==> src/hdl/irts_pkg.sv <==
// Shared types, constants and a helper function for the IP range table search unit.
package irts_pkg;

	localparam int TABLE_ENTRIES = 4096;
	localparam int TBL_AW        = $clog2(TABLE_ENTRIES);
	localparam int IDX_W         = 12;
	localparam int ADDR_W        = 32;
	localparam int OFS_W         = 24;
	localparam int CFG_IDX_W     = 2;

	localparam logic KIND_WRITE  = 1'b0;
	localparam logic KIND_LOOKUP = 1'b1;

	localparam logic [CFG_IDX_W-1:0] CFG_FIRST_ENTRY = CFG_IDX_W'(0);
	localparam logic [CFG_IDX_W-1:0] CFG_LAST_ENTRY  = CFG_IDX_W'(1);

	typedef struct packed {
		logic              kind;
		logic [IDX_W-1:0]  entry_index;
		logic [ADDR_W-1:0] entry_range_start;
		logic [OFS_W-1:0]  entry_record_offset;
		logic [ADDR_W-1:0] lookup_address;
		logic [IDX_W-1:0]  lower_limit;
		logic [IDX_W-1:0]  upper_limit;
	} cmd_t;

	typedef struct packed {
		logic [IDX_W-1:0]  found_index;
		logic [ADDR_W-1:0] found_range_start;
		logic [OFS_W-1:0]  found_record_offset;
		logic              bad_span;
	} rsp_t;

	typedef struct packed {
		logic [ADDR_W-1:0] range_start;
		logic [OFS_W-1:0]  record_offset;
	} entry_t;

	typedef struct packed {
		logic              rd_en;
		logic [TBL_AW-1:0] rd_addr;
		logic              wr_en;
		logic [TBL_AW-1:0] wr_addr;
		entry_t            wr_data;
	} mem_req_t;

	typedef struct packed {
		logic [IDX_W-1:0] first_entry;
		logic [IDX_W-1:0] last_entry;
	} cfg_t;

	typedef struct packed {
		logic              init;
		logic [ADDR_W-1:0] addr;
		logic [ADDR_W-1:0] hdr;
		logic [IDX_W-1:0]  left;
		logic [IDX_W-1:0]  right;
		logic [IDX_W-1:0]  mid;
	} step_in_t;

	typedef struct packed {
		logic [IDX_W-1:0] left;
		logic [IDX_W-1:0] right;
		logic [IDX_W-1:0] mid;
		logic             more;
	} step_out_t;

	typedef enum logic [1:0] {
		ST_IDLE,
		ST_START,
		ST_STEP,
		ST_RESULT
	} state_t;

	// Table positions wrap at the table size.
	function automatic logic [TBL_AW-1:0] slot_of(input logic [IDX_W-1:0] i);
		slot_of = TBL_AW'(i % TABLE_ENTRIES);
	endfunction

endpackage

==> src/hdl/irts_step.sv <==
// Shared search step unit: one unsigned address compare, span update and midpoint.
module irts_step (
	input  irts_pkg::step_in_t  si,
	output irts_pkg::step_out_t so
);

	logic [irts_pkg::IDX_W-1:0] left_n;
	logic [irts_pkg::IDX_W-1:0] right_n;
	logic [irts_pkg::IDX_W-1:0] span;
	logic                       below;

	always_comb begin
		below = si.addr < si.hdr;
		if (si.init) begin
			left_n  = si.left;
			right_n = si.right;
		end else if (below) begin
			left_n  = si.left;
			right_n = si.mid;
		end else begin
			left_n  = si.mid;
			right_n = si.right;
		end
		// The span wraps only on a reversed span, which is not searched; elsewhere left stays at or below right.
		span     = right_n - left_n;
		so.left  = left_n;
		so.right = right_n;
		so.mid   = left_n + (span >> 1);
		so.more  = left_n < so.mid;
	end

endmodule

==> src/hdl/irts_search.sv <==
// Search sequencer: takes transactions, writes the table and steps the binary search.
module irts_search (
	input  logic                clk,
	input  logic                arst_n,
	input  irts_pkg::cfg_t      cfg,
	input  logic                cmd_valid,
	output logic                cmd_stall,
	input  irts_pkg::cmd_t      cmd,
	output logic                res_valid,
	input  logic                res_stall,
	output irts_pkg::rsp_t      res,
	output irts_pkg::mem_req_t  mreq,
	input  irts_pkg::entry_t    rd_data
);

	irts_pkg::state_t state_q;
	irts_pkg::state_t state_d;
	irts_pkg::cmd_t   cmd_q;
	irts_pkg::rsp_t   res_q;
	logic             res_valid_q;

	logic [irts_pkg::IDX_W-1:0] left_q;
	logic [irts_pkg::IDX_W-1:0] right_q;
	logic [irts_pkg::IDX_W-1:0] mid_q;
	logic                       bad_q;

	logic [irts_pkg::IDX_W-1:0] lo_r;
	logic [irts_pkg::IDX_W-1:0] hi_r;
	logic                       bad_r;
	logic                       accept;
	logic                       load;

	irts_pkg::step_in_t  si;
	irts_pkg::step_out_t so;

	irts_step u_step (
		.si (si),
		.so (so)
	);

	assign cmd_stall = (state_q != irts_pkg::ST_IDLE);
	assign accept    = cmd_valid && !cmd_stall;
	assign load      = (state_q == irts_pkg::ST_RESULT) && (!res_valid_q || !res_stall);

	// A zero limit selects the configured table bound.
	assign lo_r  = (cmd_q.lower_limit == '0) ? cfg.first_entry : cmd_q.lower_limit;
	assign hi_r  = (cmd_q.upper_limit == '0) ? cfg.last_entry : cmd_q.upper_limit;
	assign bad_r = hi_r < lo_r;

	always_comb begin
		state_d = state_q;
		case (state_q)
			irts_pkg::ST_IDLE: begin
				if (accept && cmd.kind == irts_pkg::KIND_LOOKUP) begin
					state_d = irts_pkg::ST_START;
				end
			end
			irts_pkg::ST_START: begin
				state_d = bad_r ? irts_pkg::ST_RESULT : irts_pkg::ST_STEP;
			end
			irts_pkg::ST_STEP: begin
				state_d = so.more ? irts_pkg::ST_STEP : irts_pkg::ST_RESULT;
			end
			irts_pkg::ST_RESULT: begin
				if (load) begin
					state_d = irts_pkg::ST_IDLE;
				end
			end
			default: begin
				state_d = irts_pkg::ST_IDLE;
			end
		endcase
	end

	always_comb begin
		mreq     = '0;
		si.init  = 1'b1;
		si.addr  = cmd_q.lookup_address;
		si.hdr   = rd_data.range_start;
		si.left  = lo_r;
		si.right = hi_r;
		si.mid   = mid_q;
		case (state_q)
			irts_pkg::ST_IDLE: begin
				if (accept && cmd.kind == irts_pkg::KIND_WRITE) begin
					mreq.wr_en                 = 1'b1;
					mreq.wr_addr               = irts_pkg::slot_of(cmd.entry_index);
					mreq.wr_data.range_start   = cmd.entry_range_start;
					mreq.wr_data.record_offset = cmd.entry_record_offset;
				end
			end
			irts_pkg::ST_START: begin
				mreq.rd_en   = 1'b1;
				mreq.rd_addr = irts_pkg::slot_of(bad_r ? lo_r : so.mid);
			end
			irts_pkg::ST_STEP: begin
				// The next probe address goes straight to the memory, unregistered.
				si.init      = 1'b0;
				si.left      = left_q;
				si.right     = right_q;
				mreq.rd_en   = 1'b1;
				mreq.rd_addr = irts_pkg::slot_of(so.mid);
			end
			irts_pkg::ST_RESULT: begin
				mreq = '0;
			end
			default: begin
				mreq = '0;
			end
		endcase
	end

	always_ff @(posedge clk or negedge arst_n) begin
		if (!arst_n) begin
			state_q     <= irts_pkg::ST_IDLE;
			res_valid_q <= 1'b0;
		end else begin
			state_q <= state_d;
			if (load) begin
				res_valid_q <= 1'b1;
			end else if (!res_stall) begin
				res_valid_q <= 1'b0;
			end
		end
	end

	always_ff @(posedge clk) begin
		if (accept) begin
			cmd_q <= cmd;
		end
		case (state_q)
			irts_pkg::ST_START: begin
				left_q  <= lo_r;
				right_q <= hi_r;
				mid_q   <= bad_r ? lo_r : so.mid;
				bad_q   <= bad_r;
			end
			irts_pkg::ST_STEP: begin
				left_q  <= so.left;
				right_q <= so.right;
				mid_q   <= so.mid;
			end
			default: begin
			end
		endcase
		if (load) begin
			res_q.found_index         <= mid_q;
			res_q.found_range_start   <= rd_data.range_start;
			res_q.found_record_offset <= rd_data.record_offset;
			res_q.bad_span            <= bad_q;
		end
	end

	assign res_valid = res_valid_q;
	assign res       = res_q;

	// The probe always lies inside the current span.
	a_probe_in_span: assert property (@(posedge clk) disable iff (!arst_n)
		(state_q == irts_pkg::ST_STEP) |-> (left_q <= mid_q && mid_q <= right_q))
		else $error("search probe outside the span");

	// The search ends only once the midpoint has closed onto the left bound.
	a_converged: assert property (@(posedge clk) disable iff (!arst_n)
		(state_q == irts_pkg::ST_RESULT) |-> (mid_q == left_q))
		else $error("result taken before the search converged");

	// The table is written only between lookups.
	a_write_idle: assert property (@(posedge clk) disable iff (!arst_n)
		mreq.wr_en |-> (state_q == irts_pkg::ST_IDLE && !mreq.rd_en))
		else $error("table write during a lookup");

	// A result appears only out of the result state.
	a_res_source: assert property (@(posedge clk) disable iff (!arst_n)
		$rose(res_valid_q) |-> ($past(state_q) == irts_pkg::ST_RESULT))
		else $error("result raised outside the result state");

endmodule
==> config.mk <==
export PLATFORM = sky130hd
export DESIGN_NAME = irts_search
export DESIGN_NICKNAME = d
export VERILOG_FILES = /design/src/hdl/irts_pkg.sv /design/src/hdl/irts_step.sv /design/src/hdl/irts_search.sv
export SDC_FILE = /design/constraint.sdc
export NUM_CORES = 1
export LEC_CHECK = 0
export ABC_AREA = 0
export BUFFER_PORTS_ARGS = -buffer_cell sky130_fd_sc_hd__buf_2
export CAP_MARGIN = 10
export CORE_MARGIN = 4
export CORE_UTILIZATION = 40
export DETAILED_ROUTE_END_ITERATION = 10
export PLACE_DENSITY = 0.67
export SLEW_MARGIN = 20
export SYNTH_ARGS = -nofsm -noshare
export SYNTH_HDL_FRONTEND = slang
export SYNTH_SLANG_ARGS = --single-unit
export TNS_END_PERCENT = 100
==> constraint.sdc <==
create_clock -name clk -period 7.2 [get_ports clk]
set_input_delay 0.36 -clock clk [delete_from_list [all_inputs] [get_ports clk]]
set_output_delay 0.36 -clock clk [all_outputs]
set_load 0.005 [all_outputs]
## Yosys cells after proc, flatten, opt, wreduce, memory -nomap -nowiden

Cells that the tools add are included.

- $add $sub $neg: 2
- Magnitude comparators: 3
- Reduce and logical (&&, ||, !) cells: 14
- Mux-type cells: 21
- Eq/ne operators: 6
- Bitwise gates (word level): 1

Operator list:

| operator | number |
|---|---|
| 69-bit two-way mux | 2 |
| 12-bit two-way mux | 7 |
| 12-bit one-hot mux with 2 select lines | 3 |
| 32-bit < comparator | 1 |
| 13-bit one-hot mux with 2 select lines | 1 |
| 12-bit zero test | 2 |
| 12-bit < comparator | 2 |
| 24-bit two-way mux | 1 |
| 12-bit by 11-bit adder with 12-bit output | 1 |
| 12-bit subtractor | 1 |
| 2-bit one-hot mux with 4 select lines | 1 |
| 2-bit equality test, second input constant | 2 |
| 1-bit logical AND | 4 |
| 1-bit two-way mux | 4 |
| 2-bit two-way mux | 2 |
| 2-bit inequality test, second input constant | 2 |
| 2-bit nonzero test | 2 |
| 1-bit zero test | 3 |
| 2-bit by 1-bit equality test with 1-bit output, second input constant | 1 |
| 2-bit zero test | 1 |
| 2-bit by 1-bit inequality test with 1-bit output, second input constant | 1 |
| 2-bit AND reduction | 1 |
| 1-bit logical OR | 1 |
| 1-bit inverter | 1 |

- Input port bits: 209
- Bits in registers: 165
- Output and inout port bits: 153

## Logic depth before layout (Yosys ltp)

Gate-level depths: netlist of the first run.

- Depth after elaboration: 10
- Depth in mapped cells: 35
- Gate-level depth less buffers: 32

## Cells and area by module

From an unflattened synthesis of the first run, not the netlist that was laid out.

- Cell total of the unflattened synthesis: 861
- Area total of the unflattened synthesis: 9865.7 um^2

By module, submodules not included:

| module | cells an instance | times used | area an instance (um^2) | seq. area each (um^2) |
|---|---|---|---|---|
| irts_search | 505 | 1 | 7194.4 | 4939.7 |
| irts_step | 356 | 1 | 2671.3 | 0.0 |

## Worst setup path after synthesis of the first run

Ideal clock, no wire load.

- Path type: flip-flop to flip-flop
- Start point: register state_q[0]
- End point: register res_q (netlist bit res[0]), enable pin
- Arrival: 5610 ps
- Period minus slack after synthesis: 6211 ps
- Data required time: 6599 ps
- Cell stages (with the launch flop): 3
- Setup slack: 989 ps
- Library setup time: 601 ps
- Path buffers: 0
- Cells stage by stage: dfrtp_1 ha_1 a21boi_0

- Longest elaborated chain between the ends: 2

RTL lines:

| element | RTL line | source |
|---|---|---|
| start, declared | irts_search.sv:16 | `irts_pkg::state_t state_q;` |
| start signal, assigned | irts_search.sv:115 | `state_q <= irts_pkg::ST_IDLE;` |
| start signal, assigned | irts_search.sv:118 | `state_q <= state_d;` |
| 2-bit equality test | irts_search.sv:43 | `assign load = (state_q == irts_pkg::ST_RESULT) && (!res_valid_q \|\| !res_stall);` |
| 1-bit logical AND | irts_search.sv:43 |  |
| via load | irts_search.sv:31 | `logic load;` |
| end, declared | irts_search.sv:19 | `irts_pkg::rsp_t res_q;` |

The timed path passes the listed nets, and every way through them passes these cells.
A chain may end at the register's enable or synchronous reset.

==> results.yml, run 1 <==
clocking:
  cts_tree: "yes"
  clk_latency_ns: 0.43
  clock-sinks: 165
  htree_levels: 4
  post_cts_buffers: 0
  cts-buffers-inserted: 17
  clk_pin_slew_ns: 0.07
  ctsRootBufferMaster: "clkbuf_16"
  cts.path.max_buffers: 2
pwr:
  p_total_mw: 7.53
  p_comb_share_pct: 66.1
  leakagePower_nw: 5.66
  switching_share_pct: 46.8
  powerDensity_nw_per_um2: 610
  peakVddDrop_v: 0.000375
  clock_power_share_pct: 11.9
  switching_power_mw: 3.52
  p_int_mw: 4.00
  seq_power_share_pct: 22.0
sta:
  relSlewSlack_pct: 34.9
  period_minus_slack_ns: 6.91
  finalClockSkew_ns: 0.0160
  hold_ws_ns: 0.105
  tightest_slew_ns: 0.976
  slew_viol_final: 0
  max_freq_mhz: 145
  setup_ws_ns: 0.291
  setup_viol: 0
  rsz0062_at_grt: "true"
  fin_crit_sh_pct: 96.0
  hold_viol_final: 0
  tns_ns: 0
critical_path:
  end_kind: "output pin"
  worstSetupPathType: "register to output pin"
  reg2reg_slack_ns: 0.70
  cp.arrival_ns: 6.55
  critPathSlowestCell: "edfxtp_1"
  crit_required_ns: 6.84
  path_max_fanout: 20
  critical-path-max-stage-delay_ns: 0.39
  cp-start-kind: "register"
run_status:
  outcome: "completed"
synthesis:
  synth_top_area_share_pct: 51.3
  yosysUniqueCellTypes: 76
  synth.area.top_cells: "edfxtp_1, ha_1, and2_1, a21oi_1, nand2_1"
  synth_edf_count: 162
  synth_area_leader_cell: "edfxtp_1"
  yosys_warnings: 0
  synthesis.nets: 1138
  syn_area_per_cell_um2: 11.1
  synth.most_common_cell: "edfxtp_1"
  ys_seq_area_share_pct: 52.1
  synthArstFlopShare_pct: 1.82
  ys_seq_elements: 165
  synth_top_flop_cell: "edfxtp_1"
  synth_top_cells_by_count: "edfxtp_1, and2_1, nand2_1, ha_1, a21oi_1"
  synth_cells: 856
  synthesis.area_um2: 9490
placed_design:
  place.detailed.hpwl_um: 23000
  place_ws_ns: 0.304
  numPortBuffers: 361
  gp_congestion: 0.885
die:
  core_area_um2: 23400
  die_h_um: 162
  fp.dieArea_um2: 26200
  fp-row-count: 56
  io_pins: 362
  start_util_pct: 40.5
  die_w_um: 162
detailed_routing:
  drt-total-wl_um: 28900
  ant_nets: 0
  drt_first_pass_iters: 5
  vias: 8028
  routed_via_density: 5.18
  drt_iter0_drc: 569
  detail_route.wl_per_cell_um: 18.7
  post-route-drc-count: 0
layout:
  fin_util_pct: 52.7
  drive_gt1_share_pct: 36.7
  final_nets: 1499
  diodes: 0
  area_growth_syn_to_layout_pct: 30.0
grt:
  track_usage_pct: 21.4
  grt_max_degree: 70
  grt_pass1_wl_um: 43700
  grt_pass1_vias: 8033
  antenna_found_initial: 0
  overflow: 0
min_path:
  min_path_type: "input port to register"
run:
  max_cap_viol_count: 0
-- placed cells by master, fill, tap and decap left out, drive strengths merged, types with 5 or more instances in the layout --
cell type	instances
buf	372
edfxtp	162
nand2	76
and2	76
inv	75
ha	72
a21oi	64
nor2	50
o21ai	32
a31oi	23
a21o	23
clkbuf	17
nand3	17
xnor2	15
and3	13
nand2b	12
mux2i	11
nand4	9
nor4	8
nor2b	8
o31ai	7
nor3	6
clkinv	6
o21a	5
a31o	5
-- flip-flops by register name, summed over array words and instances, names as in the netlist --
| register | flops |
|---|---|
| res | 69 |
| res_valid | 1 |
| bad_q | 1 |
| left_q | 12 |
| cmd_q | 56 |
| right_q | 12 |
| state_q | 2 |
| mid_q | 12 |
-- routing by layer --
layer / share of wire [%] / global-route usage (%) / vias up
met5: 0 / 0 / -
met4: 3.3 / 7.77 / 0
met3: 6.9 / 4.11 / 31
met2: 51 / 38.8 / 364
met1: 39 / 25.2 / 3763
li1: - / - / 3870
-- cell type report --
type                       count  area, µm²
clock inverter                15        156
tap                          319        399
clock buffer                  17        425
multi-input combinational    593       4250
timing repair buffer         373       1910
sequential                   165       4940
fill                        2144      11100
inverter                      67        256
-- logic make-up (layout without fill, tap and decap cells) --
logic type / count (synthesis) / count (layout) / share of synthesized area (%)
adder cells (fa/ha/maj): 73 / 73 / 9.71
AO/OA/AOI/OAI: 206 / 206 / 15.2
flip-flops: 165 / 165 / 52.1
AND/OR/NAND/NOR: 284 / 284 / 15.6
buffers and inverters: 98 / 472 / 4.21
XOR/XNOR: 18 / 18 / 1.86
multiplexers: 12 / 12 / 1.32
-- final timing paths --
check                             end  depth (start not counted)  startpoint
max                          mreq[80]                         29   cmd_q[55]
max in group asynchronous  state_q[0]                          2      arst_n
min                         cmd_q[54]                          1     cmd[54]
min in group asynchronous   res_valid                          2      arst_n
min reg2reg                    res[0]                          0       bad_q
max reg2reg                state_q[0]                         30   cmd_q[55]
-- power groups by stage --
stage,combinational (mW),sequential [mW],clock [mW]
2_1_floorplan,3.49,1.70,0
3_3_place_gp,4.75,1.67,0
3_5_place_dp,4.85,1.68,0
4_1_cts,4.89,1.66,0.914
5_1_grt,5.57,1.68,0.967
6_report,4.98,1.65,0.895
-- critical path: cells and delay by family (launching register included) --
| family | cells | cell delay (ns) |
|---|---|---|
| adder cells (fa/ha/maj) | 3 | 0.94 |
| AO/OA/AOI/OAI | 13 | 2.68 |
| XOR/XNOR | 1 | 0.17 |
| flip-flops | 1 | 0.39 |
| buffers and inverters | 4 | 0.55 |
| AND/OR/NAND/NOR | 8 | 1.41 |
-- stage by stage --
| step | cell area, µm² | std cells |
|---|---|---|
| finish | 12300 | 1549 |
| global route | 12300 | 1549 |
| CTS | 12200 | 1548 |
| detailed placement | 11600 | 1515 |
| global placement | 11600 | 1515 |
| floorplan | 9490 | 856 |
-- timing repair --
action / CTS / global route
resized for setup: 1 / 13
pin swaps: 0 / 2
setup endpoints to repair: 1 / 5
hold endpoints to repair: 3 / 0
hold buffers: 1 / 0
(Power assumes the default switching activity.)
==> run 2, diff against run 1 <==
CORE_MARGIN = not set   (was 4)
PLACE_DENSITY = 0.71   (was 0.67)
==> run 2 against run 1 <==
Final area up 0.51%. Final cell count grew 0.19%. Global-route usage increased by 1.4 points. Wire length is 3.3% lower. Utilization grew 1.4 points. Highest routed layer unchanged.
==> results.yml, run 2 (synthesized netlist as in run 1, its figures left out) <==
grt:
  track_usage_pct: 22.8
  grt_pass1_vias: 7729
  grt_max_degree: 70
  antenna_found_initial: 3
  overflow: 0
  grt_pass1_wl_um: 41500
critical_path:
  critical-path-max-stage-delay_ns: 0.51
  end_kind: "output pin"
  cp_num_buf_inv: 4
  cp-start-kind: "register"
  path_delay_family: "compound AO/OA/AOI/OAI gates"
  worstSetupPathType: "register to output pin"
  path_max_fanout: 20
  critPathSlowestCell: "or4b_4"
  cp.arrival_ns: 6.35
  crit_required_ns: 6.84
clocking:
  cts-buffers-inserted: 17
  clk_pin_slew_ns: 0.07
  htree_levels: 4
  clock-sinks: 165
  cts_tree: "yes"
  cts.path.max_buffers: 2
  clk_latency_ns: 0.43
  ctsRootBufferMaster: "clkbuf_16"
sta:
  tightest_slew_ns: 0.992
  period_minus_slack_ns: 6.71
  fin_crit_sh_pct: 93.1
  hold_viol_final: 0
  slew_viol_final: 0
  max_freq_mhz: 149
  hold_ws_ns: 0.0964
  relSlewSlack_pct: 33.8
  setup_viol: 0
  finalClockSkew_ns: 0.0204
die:
  start_util_pct: 41.4
  io_pins: 362
  die_w_um: 156
  die_h_um: 156
  fp-row-count: 55
  fp.dieArea_um2: 24300
  core_area_um2: 22900
detailed_routing:
  routed_via_density: 5.14
  drt-total-wl_um: 28000
  drt_first_pass_iters: 5
  detail_route.wl_per_cell_um: 18.0
  drt_iter0_drc: 501
  post-route-drc-count: 0
  vias: 7972
  ant_nets: 0
layout:
  largest_register_ff_count: 69
  layout_common_cells: "buf_2, edfxtp_1, nand2_1"
  area_growth_syn_to_layout_pct: 30.7
  fin_util_pct: 54.1
  layout_commonest_cell: "buf_2"
  n_fill_cell: 2029
  final_nets: 1505
  multi_input_comb_area_um2: 4260
  drive_gt1_share_pct: 37.2
  seq_area_um2: 4940
pwr:
  p_total_mw: 7.60
  powerDensity_nw_per_um2: 613
  leakagePower_nw: 5.69
  peakVddDrop_v: 0.000366
run_status:
  outcome: "completed"
placed_design:
  place.detailed.hpwl_um: 22500
  gp_congestion: 0.958
  numPortBuffers: 361
run:
  max_cap_viol_count: 0
min_path:
  min_path_type: "input port to register"
[run 2: what timing repair did]
action                                 in CTS  in global routing
setup endpoints to repair                   0                  6
buffers inserted                            0                  6
endpoints found under the hold margin       3                  0
hold buffers                                1                  0
gates resized for setup                     0                 22
[run 2: path summary, 6_finish.rpt]
kind                       depth (start not counted)         end  startpoint  slack (ns)
max reg2reg                                       30  state_q[0]   cmd_q[38]        0.85
min reg2reg                                        0      res[0]       bad_q        0.42
max                                               29    mreq[80]   cmd_q[38]        0.49
min                                                1   cmd_q[54]     cmd[54]         0.1
max in group asynchronous                          2  state_q[1]      arst_n        6.84
min in group asynchronous                          2   res_valid      arst_n        0.26
[run 2: area by class of cell]
cell class / instances / share of cell area (%)
flip-flops and latches: 165 / 39.8
inverters: 67 / 2.07
diodes: 3 / 0.0606
repair buffers: 379 / 15.7
clock buffers: 18 / 3.46
well taps: 313 / 3.16
clock inverters: 14 / 1.36
multi-input cells: 593 / 34.4
[run 2: worst register-to-register path, delay by kind of cell (launching register included)]
kind / cells / cell delay (ns)
AO/OA/AOI/OAI: 13 / 2.74
XOR/XNOR: 2 / 0.29
adder cells (fa/ha/maj): 3 / 0.95
buffers and inverters: 3 / 0.39
flip-flops: 1 / 0.37
AND/OR/NAND/NOR: 9 / 1.48
[run 2: power by group]
| part | switching (mW) | total [mW] | internal, mW |
|---|---|---|---|
| combinational | 2.97 | 5.04 | 2.07 |
| sequential | 0.107 | 1.66 | 1.55 |
| clock | 0.391 | 0.913 | 0.522 |
| total | 3.47 | 7.60 | 4.14 |
[run 2: layer usage]
| layer | global-route usage (%) | up-vias | wire length [µm] | share of wire (%) |
|---|---|---|---|---|
| met4 | 10.4 | 0 | 1030 | 3.7 |
| met5 | 0 | - | 0 | 0 |
| met1 | 24.9 | 3693 | 10300 | 37 |
| met2 | 42.2 | 365 | 14500 | 52 |
| met3 | 4.53 | 42 | 2080 | 7.4 |
| li1 | - | 3872 | - | - |
[run 2: per-stage QoR]
stage | std cells | cell area [µm²] | setup TNS (ns) | setup slack [ns]
2_1_floorplan | 856 | 9490 | 0 | 0.989
3_3_place_gp | 1510 | 11600 | 0 | 0.571
3_5_place_dp | 1510 | 11600 | 0 | 0.347
4_1_cts | 1543 | 12300 | 0 | 0.0151
5_1_grt | 1552 | 12400 | -0.00633 | -0.00633
6_report | 1552 | 12400 | 0 | 0.494
